`config.mk`:
```
export PLATFORM = sky130hd
export DESIGN_NAME = open_addressing_hash_table
export DESIGN_NICKNAME = d
export VERILOG_FILES = /design/src/oaht_pkg.sv /design/src/oaht_mod.sv /design/src/open_addressing_hash_table.sv
export SDC_FILE = /design/constraint.sdc
export NUM_CORES = 1
export LEC_CHECK = 0
export BUFFER_PORTS_ARGS = -buffer_cell sky130_fd_sc_hd__buf_2
export CORE_AREA = 2 2 409 411
export CTS_CLUSTER_DIAMETER = 60
export CTS_CLUSTER_SIZE = 40
export DETAILED_ROUTE_END_ITERATION = 10
export DIE_AREA = 0 0 411 413
export PLACE_DENSITY = 0.42
export SYNTH_ARGS = -nofsm -noshare
export SYNTH_HDL_FRONTEND = slang
export SYNTH_HIERARCHICAL = 1
export SYNTH_SLANG_ARGS = --single-unit
```
`constraint.sdc`:
```
create_clock -name clk -period 13.2 [get_ports clk]
set_input_delay 1.98 -clock clk [delete_from_list [all_inputs] [get_ports clk]]
set_output_delay 1.98 -clock clk [all_outputs]
set_load 0.02 [all_outputs]
```
`src/oaht_pkg.sv`:
```
// Shared types and constants for the open-addressing hash table.
// Used by oaht_mod, open_addressing_hash_table and oaht_checker; no dependencies.
package oaht_pkg;

	localparam int KEY_W     = 31;
	localparam int SIZE_W    = 6;
	localparam int SLOT_W    = 5;
	localparam int CFG_IDX_W = 1;

	// Item actions
	typedef enum logic [1:0] {
		ACT_CLEAR  = 2'd0,
		ACT_INSERT = 2'd1,
		ACT_LOOKUP = 2'd2,
		ACT_DELETE = 2'd3
	} action_t;

	// Result status codes
	typedef enum logic [2:0] {
		ST_INSERTED = 3'd0,
		ST_FULL     = 3'd1,
		ST_FOUND    = 3'd2,
		ST_MISSING  = 3'd3,
		ST_DELETED  = 3'd4,
		ST_CLEARED  = 3'd5
	} status_t;

	// Configuration register indexes
	localparam logic [CFG_IDX_W-1:0] CFG_TABLE_SIZE = 1'b0;
	localparam logic [CFG_IDX_W-1:0] CFG_PROBE_MODE = 1'b1;

	// Request to the remainder unit
	typedef struct packed {
		logic              start;
		logic [KEY_W-1:0]  key;
		logic [SIZE_W-1:0] size;
	} mod_req_t;

	// Response from the remainder unit
	typedef struct packed {
		logic              done;
		logic [SIZE_W-1:0] rem;
	} mod_rsp_t;

endpackage

```
`src/oaht_mod.sv`:
```
// Bit-serial remainder unit: key mod size, one key bit per cycle.
// Depends on oaht_pkg.
module oaht_mod import oaht_pkg::*; (
	input  logic     clk,
	input  logic     arst_n,
	input  mod_req_t req,
	output mod_rsp_t rsp
);

	localparam int CNT_W = $clog2(KEY_W);

	logic              busy_q;
	logic              done_q;
	logic [CNT_W-1:0]  cnt_q;
	logic [SIZE_W-1:0] rem_q;
	logic [KEY_W-1:0]  dv_q;
	logic [SIZE_W:0]   trial;
	logic [SIZE_W:0]   trial_sub;

	// Shift in the next key bit and subtract the divisor when it fits
	always_comb begin
		trial     = {rem_q, dv_q[KEY_W-1]};
		trial_sub = (trial >= {1'b0, req.size}) ? (trial - {1'b0, req.size}) : trial;
	end

	// Advance one remainder step per cycle
	always_ff @(posedge clk or negedge arst_n) begin
		if (!arst_n) begin
			busy_q <= 1'b0;
			done_q <= 1'b0;
			cnt_q  <= '0;
			rem_q  <= '0;
			dv_q   <= '0;
		end else begin
			done_q <= 1'b0;
			if (req.start) begin
				busy_q <= 1'b1;
				cnt_q  <= '0;
				rem_q  <= '0;
				dv_q   <= req.key;
			end else if (busy_q) begin
				rem_q <= trial_sub[SIZE_W-1:0];
				dv_q  <= {dv_q[KEY_W-2:0], 1'b0};
				cnt_q <= cnt_q + 1'b1;
				if (cnt_q == CNT_W'(KEY_W - 1)) begin
					busy_q <= 1'b0;
					done_q <= 1'b1;
				end
			end
		end
	end

	assign rsp.done = done_q;
	assign rsp.rem  = rem_q;

endmodule

```
`src/open_addressing_hash_table.sv`:
```
// Open-addressing hash table: clear, insert, lookup and delete of 31-bit keys.
// Depends on oaht_pkg and oaht_mod.
//
// The block takes one item at a time and returns one result per item. Clear
// goes straight to the result hand-over. Insert first forms key mod size in a
// bit-serial remainder unit, then probes one slot per cycle, linearly or
// quadratically, over at most size slots, then hands the result over. Lookup
// and delete read the key memory one entry per cycle from slot 0 through a
// registered read. A new item is taken as soon as the previous one has moved
// into the output register, even while that result still waits to be taken.
// Keys live in a synchronous memory; slot occupancy is a row of flip-flops
// cleared by reset and by the clear action. Only the lowest min(TABLE_DEPTH,
// 63) slots are ever reachable through the 6-bit table_size register.
module open_addressing_hash_table import oaht_pkg::*; #(
	parameter int TABLE_DEPTH = 32
) (
	input  logic                 clk,
	input  logic                 arst_n,
	// configuration writes
	input  logic                 cfg_valid,
	output logic                 cfg_ready,
	input  logic [CFG_IDX_W-1:0] cfg_index,
	input  logic [SIZE_W-1:0]    cfg_data,
	// input items
	input  logic                 in_valid,
	output logic                 in_ready,
	input  logic [1:0]           action,
	input  logic [KEY_W-1:0]     key,
	// result items
	output logic                 out_valid,
	input  logic                 out_ready,
	output logic [2:0]           status,
	output logic [SLOT_W-1:0]    slot
);

	localparam int MAX_SIZE  = (1 << SIZE_W) - 1;
	localparam int USE_DEPTH = (TABLE_DEPTH < MAX_SIZE) ? TABLE_DEPTH : MAX_SIZE;
	localparam int IDX_W     = $clog2(USE_DEPTH);

	typedef enum logic [2:0] {
		S_IDLE,
		S_HASH,
		S_PROBE,
		S_SCAN,
		S_DONE
	} state_t;

	state_t               state_q;
	logic [SIZE_W-1:0]    table_size_q;
	logic                 probe_mode_q;
	logic [SIZE_W-1:0]    eff_size;

	logic [KEY_W-1:0]     key_q;
	logic                 del_q;
	logic [SIZE_W-1:0]    size_q;
	logic                 mode_q;
	logic                 start_q;
	logic [SIZE_W-1:0]    idx_q;
	logic [SIZE_W-1:0]    cnt_q;
	logic [SIZE_W-1:0]    sq_q;
	logic [SIZE_W-1:0]    d_q;
	logic [SIZE_W-1:0]    addr_q;
	logic                 hit_q;
	logic [SIZE_W-1:0]    first_q;
	logic [USE_DEPTH-1:0] used_q;

	logic                 rd_valid_s1;
	logic [SIZE_W-1:0]    rd_idx_s1;
	logic [KEY_W-1:0]     key_rd_s1;

	status_t              res_status_q;
	logic [SIZE_W-1:0]    res_slot_q;
	logic                 out_valid_q;
	status_t              out_status_q;
	logic [SLOT_W-1:0]    out_slot_q;

	logic [KEY_W-1:0]     key_mem [USE_DEPTH];

	mod_req_t             mod_req;
	mod_rsp_t             mod_rsp;

	logic                 used_cur;
	logic                 mem_we;
	logic                 scan_hit;
	logic [SIZE_W:0]      step_sum;
	logic [SIZE_W-1:0]    idx_next;
	logic [SIZE_W:0]      sq_sum;
	logic [SIZE_W-1:0]    sq_next;
	logic [SIZE_W:0]      d_sum;
	logic [SIZE_W:0]      d_red;
	logic [SIZE_W-1:0]    d_next;
	logic [SIZE_W-1:0]    sq_init;
	logic [SIZE_W-1:0]    d_init;

	// Saturate the configured size into 1..USE_DEPTH
	always_comb begin
		if (table_size_q == '0)
			eff_size = SIZE_W'(1);
		else if (table_size_q > SIZE_W'(USE_DEPTH))
			eff_size = SIZE_W'(USE_DEPTH);
		else
			eff_size = table_size_q;
	end

	// Configuration registers
	always_ff @(posedge clk or negedge arst_n) begin
		if (!arst_n) begin
			table_size_q <= SIZE_W'(32);
			probe_mode_q <= 1'b0;
		end else if (cfg_valid) begin
			unique case (cfg_index)
				CFG_TABLE_SIZE: table_size_q <= cfg_data;
				CFG_PROBE_MODE: probe_mode_q <= cfg_data[0];
				default: ;
			endcase
		end
	end

	assign cfg_ready = 1'b1;

	// Remainder unit for the home slot
	assign mod_req.start = start_q;
	assign mod_req.key   = key_q;
	assign mod_req.size  = size_q;

	oaht_mod u_mod (
		.clk    (clk),
		.arst_n (arst_n),
		.req    (mod_req),
		.rsp    (mod_rsp)
	);

	// Next probe index and the running j*j and 2j+1 terms, all mod size
	always_comb begin
		step_sum = mode_q ? ({1'b0, idx_q} + {1'b0, sq_q}) : ({1'b0, idx_q} + 7'd1);
		idx_next = (step_sum >= {1'b0, size_q}) ? SIZE_W'(step_sum - {1'b0, size_q})
		                                        : SIZE_W'(step_sum);
		sq_sum   = {1'b0, sq_q} + {1'b0, d_q};
		sq_next  = (sq_sum >= {1'b0, size_q}) ? SIZE_W'(sq_sum - {1'b0, size_q})
		                                      : SIZE_W'(sq_sum);
		d_sum    = {1'b0, d_q} + 7'd2;
		d_red    = (d_sum >= {1'b0, size_q}) ? (d_sum - {1'b0, size_q}) : d_sum;
		d_next   = (d_red >= {1'b0, size_q}) ? SIZE_W'(d_red - {1'b0, size_q})
		                                     : SIZE_W'(d_red);
	end

	// Start values for j = 1: 1 mod size and 3 mod size
	always_comb begin
		sq_init = (size_q == SIZE_W'(1)) ? '0 : SIZE_W'(1);
		if (size_q == SIZE_W'(1) || size_q == SIZE_W'(3))
			d_init = '0;
		else if (size_q == SIZE_W'(2))
			d_init = SIZE_W'(1);
		else
			d_init = SIZE_W'(3);
	end

	assign used_cur = used_q[idx_q[IDX_W-1:0]];
	assign mem_we   = (state_q == S_PROBE) && (cnt_q != size_q) && !used_cur;
	assign scan_hit = rd_valid_s1 && used_q[rd_idx_s1[IDX_W-1:0]] && (key_rd_s1 == key_q);

	// Key memory: write on insert, registered read for the scan
	always_ff @(posedge clk) begin
		if (mem_we)
			key_mem[idx_q[IDX_W-1:0]] <= key_q;
		key_rd_s1 <= key_mem[addr_q[IDX_W-1:0]];
	end

	// Sequencer, occupancy bits and output register
	always_ff @(posedge clk or negedge arst_n) begin
		if (!arst_n) begin
			state_q      <= S_IDLE;
			used_q       <= '0;
			start_q      <= 1'b0;
			rd_valid_s1  <= 1'b0;
			rd_idx_s1    <= '0;
			out_valid_q  <= 1'b0;
			out_status_q <= ST_CLEARED;
			out_slot_q   <= '0;
			res_status_q <= ST_CLEARED;
			res_slot_q   <= '0;
			key_q        <= '0;
			del_q        <= 1'b0;
			size_q       <= SIZE_W'(1);
			mode_q       <= 1'b0;
			idx_q        <= '0;
			cnt_q        <= '0;
			sq_q         <= '0;
			d_q          <= '0;
			addr_q       <= '0;
			hit_q        <= 1'b0;
			first_q      <= '0;
		end else begin
			rd_valid_s1 <= 1'b0;
			if (out_valid_q && out_ready)
				out_valid_q <= 1'b0;

			unique case (state_q)
				S_IDLE: begin
					if (in_valid) begin
						key_q  <= key;
						del_q  <= (action_t'(action) == ACT_DELETE);
						size_q <= eff_size;
						mode_q <= probe_mode_q;
						addr_q <= '0;
						hit_q  <= 1'b0;
						first_q <= '0;
						unique case (action_t'(action))
							ACT_CLEAR: begin
								used_q       <= '0;
								res_status_q <= ST_CLEARED;
								res_slot_q   <= '0;
								state_q      <= S_DONE;
							end
							ACT_INSERT: begin
								start_q <= 1'b1;
								state_q <= S_HASH;
							end
							ACT_LOOKUP, ACT_DELETE: begin
								state_q <= S_SCAN;
							end
							default: state_q <= S_IDLE;
						endcase
					end
				end

				// wait for the home slot
				S_HASH: begin
					start_q <= 1'b0;
					if (mod_rsp.done) begin
						idx_q   <= mod_rsp.rem;
						cnt_q   <= '0;
						sq_q    <= sq_init;
						d_q     <= d_init;
						state_q <= S_PROBE;
					end
				end

				// probe one slot per cycle
				S_PROBE: begin
					if (cnt_q == size_q) begin
						res_status_q <= ST_FULL;
						res_slot_q   <= '0;
						state_q      <= S_DONE;
					end else if (!used_cur) begin
						used_q[idx_q[IDX_W-1:0]] <= 1'b1;
						res_status_q <= ST_INSERTED;
						res_slot_q   <= idx_q;
						state_q      <= S_DONE;
					end else begin
						idx_q <= idx_next;
						cnt_q <= cnt_q + 1'b1;
						sq_q  <= sq_next;
						d_q   <= d_next;
					end
				end

				// read slots from 0 upward, compare in the next cycle
				S_SCAN: begin
					if (addr_q < size_q) begin
						rd_valid_s1 <= 1'b1;
						addr_q      <= addr_q + 1'b1;
					end
					rd_idx_s1 <= addr_q;
					if (scan_hit) begin
						if (!del_q) begin
							rd_valid_s1  <= 1'b0;
							res_status_q <= ST_FOUND;
							res_slot_q   <= rd_idx_s1;
							state_q      <= S_DONE;
						end else begin
							used_q[rd_idx_s1[IDX_W-1:0]] <= 1'b0;
							if (!hit_q)
								first_q <= rd_idx_s1;
							hit_q <= 1'b1;
						end
					end else if (!rd_valid_s1 && addr_q == size_q) begin
						res_status_q <= hit_q ? ST_DELETED : ST_MISSING;
						res_slot_q   <= hit_q ? first_q : '0;
						state_q      <= S_DONE;
					end
				end

				// hand the result to the output register when it is free
				S_DONE: begin
					if (!out_valid_q || out_ready) begin
						out_valid_q  <= 1'b1;
						out_status_q <= res_status_q;
						out_slot_q   <= SLOT_W'(res_slot_q);
						state_q      <= S_IDLE;
					end
				end

				default: state_q <= S_IDLE;
			endcase
		end
	end

	assign in_ready  = (state_q == S_IDLE);
	assign out_valid = out_valid_q;
	assign status    = out_status_q;
	assign slot      = out_slot_q;

endmodule

```
==> impl_metrics.json <==
{
  "postPlaceCellArea_um2": 52700,
  "grt.total_usage": 0.164,
  "final_layout_size_suffix_gt1_frac": 0.275,
  "h-tree-depth": 3,
  "final_cell_area_um2": 56700,
  "dr.pass1.iters": 5,
  "crit_end": "key_mem[7][17]",
  "grt_pass1_vias": 26200,
  "critPathArrivalTime_ns": 5.46,
  "rsz0062_at_grt": "false",
  "period_minus_slack_ns": 5.12,
  "final_antenna_net_count": 0,
  "dieWidth_um": 411,
  "grt_max_degree": 113,
  "worst_slew_pin_slew_ns": 1.33,
  "synth_edf_count": 992,
  "cts.sinks": 1208,
  "drt-initial-drc-count": 2308,
  "start_kind": "flop",
  "synth_cell_types": 82,
  "crit_cells": 7,
  "leakage_nw": 18.8,
  "cts_made_buffers": 113,
  "antenna_found_initial": 15,
  "synth_cells": 2643,
  "yosysWarnings": 6,
  "gp_congestion": 0.789,
  "ff2ff_setup_slack_ns": 8.08,
  "finalSetupViolCount": 0,
  "synthTopCellsByArea": "edfxtp_1 60%, mux4_2 14%, dfrtp_1 9.1%, mux2i_1 1.6%, mux2_2 1.6%",
  "startpoint": "idx_q[0]",
  "synth.avg_cell_area_um2": 18.7,
  "drt-wirelength-per-cell_um": 27.5,
  "start_util": 0.297,
  "clockBufferDepth": 3,
  "critical_path_buf_inv_count": 0,
  "post_cts_resized": 0,
  "pin_count": 56,
  "power.density_nw_per_um2": 221,
  "routed_via_density": 4.97,
  "post-cts-setup-buffers": 0,
  "root_buffer": "clkbuf_16",
  "io_buffers": 54,
  "fin_skew_ns": 0.0614,
  "areaGrowthSynthToFinish_pct": 15.0,
  "reg2reg_depth": 7,
  "async_flop_share": 0.153,
  "holdBufCountCts": 0,
  "mostFrequentLayoutCell": "edfxtp_1",
  "mostFrequentLayoutCells": "992 x edfxtp_1, 310 x mux4_2, 195 x nand2_1",
  "dp_hpwl_um": 85500,
  "netlist_area_um2": 49300,
  "post-route-period-util": 0.388,
  "cp.required_ns": 13.55,
  "drc": 0,
  "synth_top_area_share": 0.604,
  "cp-end-kind": "flop",
  "hold_viol": 0,
  "cpMaxStageDelayCell": "nor2_4",
  "max_stage_delay_ns": 1.23,
  "synth_top_area_cell": "edfxtp_1",
  "cts_tree": "done",
  "num_vias": 25200,
  "ys.flop_type": "edfxtp_1",
  "die-area_um2": 170000,
  "ir_drop_v": 0.000158,
  "design.core.area_um2": 166000,
  "maxSlewHeadroom": 0.115,
  "die_height_um": 413,
  "clk_latency_ns": 0.74,
  "path_delay_family": "simple AND/OR/NAND/NOR gates",
  "reg2reg_to": "key_mem[7][17]",
  "hp-class": "flop to flop",
  "grt_pass1_wl_um": 197000,
  "reg2reg_from": "idx_q[0]",
  "grt_overflow_total": 0,
  "crit_fanout": 32,
  "clkTransAtPathRegs_ns": 0.08,
  "crit_type": "flop to flop",
  "slew_viol_final": 0,
  "core.rowCount": 150,
  "syn_nets": 2749,
  "status": "finished, final reports clean",
  "clock.fmax_ghz": 0.195,
  "synth-seq-cells": 1208,
  "cap_violations": 0,
  "ys_seq_area_frac": 0.710,
  "crit_chain": "mux2i_1 -> o22ai_1 -> nor4_1 -> mux2i_2 -> nor3_1 -> nand3_1 -> nor2_4",
  "drt-total-wl_um": 139000,
  "setup_tns_ns": 0,
  "fin_nets": 2863
}
==> cells in the mapped netlist, types with 7 or more instances <==
cell type	count
buf_2	18
nand3_1	22
dfrtp_1	179
and2_1	12
nor2_1	79
mux2_2	68
dfxtp_1	31
nand2_1	196
xnor2_1	54
a2bb2oi_1	32
nand4_1	15
inv_1	45
o22ai_1	12
or3_1	7
nand2b_1	10
clkbuf_1	85
xor2_1	18
o21ai_0	116
a21o_1	12
nor4_1	7
ha_1	54
mux4_2	310
edfxtp_1	992
nor2b_1	11
fa_1	7
a21oi_1	25
nor3_1	10
buf_1	30
nand3b_1	10
mux2i_1	77
==> worst reg2reg max path, cell delays in order, from the launching register on <==
cell     delay (ns)
dfrtp_1        1.05
mux2i_1        0.33
o22ai_1        0.13
nor4_1         0.50
mux2i_2        0.25
nor3_1         0.47
nand3_1        0.71
nor2_4         1.24
==> cell type report <==
type                       count  area, µm²
fill                       15800     109000
clock buffer                 132       2980
sequential                  1208      35100
tap                         2204       2760
antenna                        2       5.00
clock inverter                82       1040
timing repair buffer         137        915
multi-input combinational   1252      13800
inverter                      45        169
==> metrics by stage <==
stage               cells  power [mW]   util  hold slack (ns)  setup WS (ns)
detailed placement   4846        9.20  0.318            0.469           8.04
floorplan            2643        7.70      -            0.433           8.92
global route         5060        13.2  0.342            0.519           7.63
finish               5062        12.5  0.342            0.488           8.08
global placement     4846        9.15  0.318            0.466           8.14
CTS                  5060        12.7  0.342            0.488           8.07
==> logic make-up after synthesis <==
family,share of synthesized area
DFF,0.710
and+or+nand+nor,0.0379
AOI/OAI and AO/OA,0.0344
other,0.0000760
adders and majority gates,0.0165
xor gates and xnor gates,0.0128
muxes,0.173
buffers and inverters,0.0148
==> metal layers <==
metal | GRT usage | up-vias | wire, µm
met1 | 0.236 | 13700 | 65500
met3 | 0.0260 | 157 | 5600
met4 | 0.0345 | 4 | 2650
met2 | 0.260 | 573 | 65600
li1 | - | 10800 | -
met5 | 0 | - | 27
==> how the worst min path moves through the flow <==
stage	slack [ns]	start	end	cells past startpoint
after detailed placement	0.47	key_q[29]	key_q[29]	2
after floorplan	0.43	probe_mode_q	mode_q	2
after global placement	0.47	key_q[29]	key_q[29]	2
after global routing	0.52	key_q[0]	key_q[0]	2
final	0.49	key_q[22]	key_q[22]	2
after CTS	0.49	key_q[29]	key_q[29]	2
==> power by group <==
group | leakage, nW | switching [mW] | internal, mW | total [mW]
sequential | 11.7 | 0.333 | 4.79 | 5.13
combinational | 5.17 | 2.37 | 1.55 | 3.92
clock | 1.92 | 1.62 | 1.87 | 3.49
total | 18.8 | 4.32 | 8.22 | 12.5
==> flip-flops by register name, summed over array words and instances (netlist names), 6 cells and up <==
signal and flops:
used_q 32, key_q 31, addr_q 6, cnt_q 6, sq_q 6, u_mod/rem_q 6
key_mem 992, key_rd_s1 31, table_size_q 6, d_q 6, idx_q 6, size_q 6
u_mod/dv_q 31
Note: power is estimated with default switching activity, not from simulation.
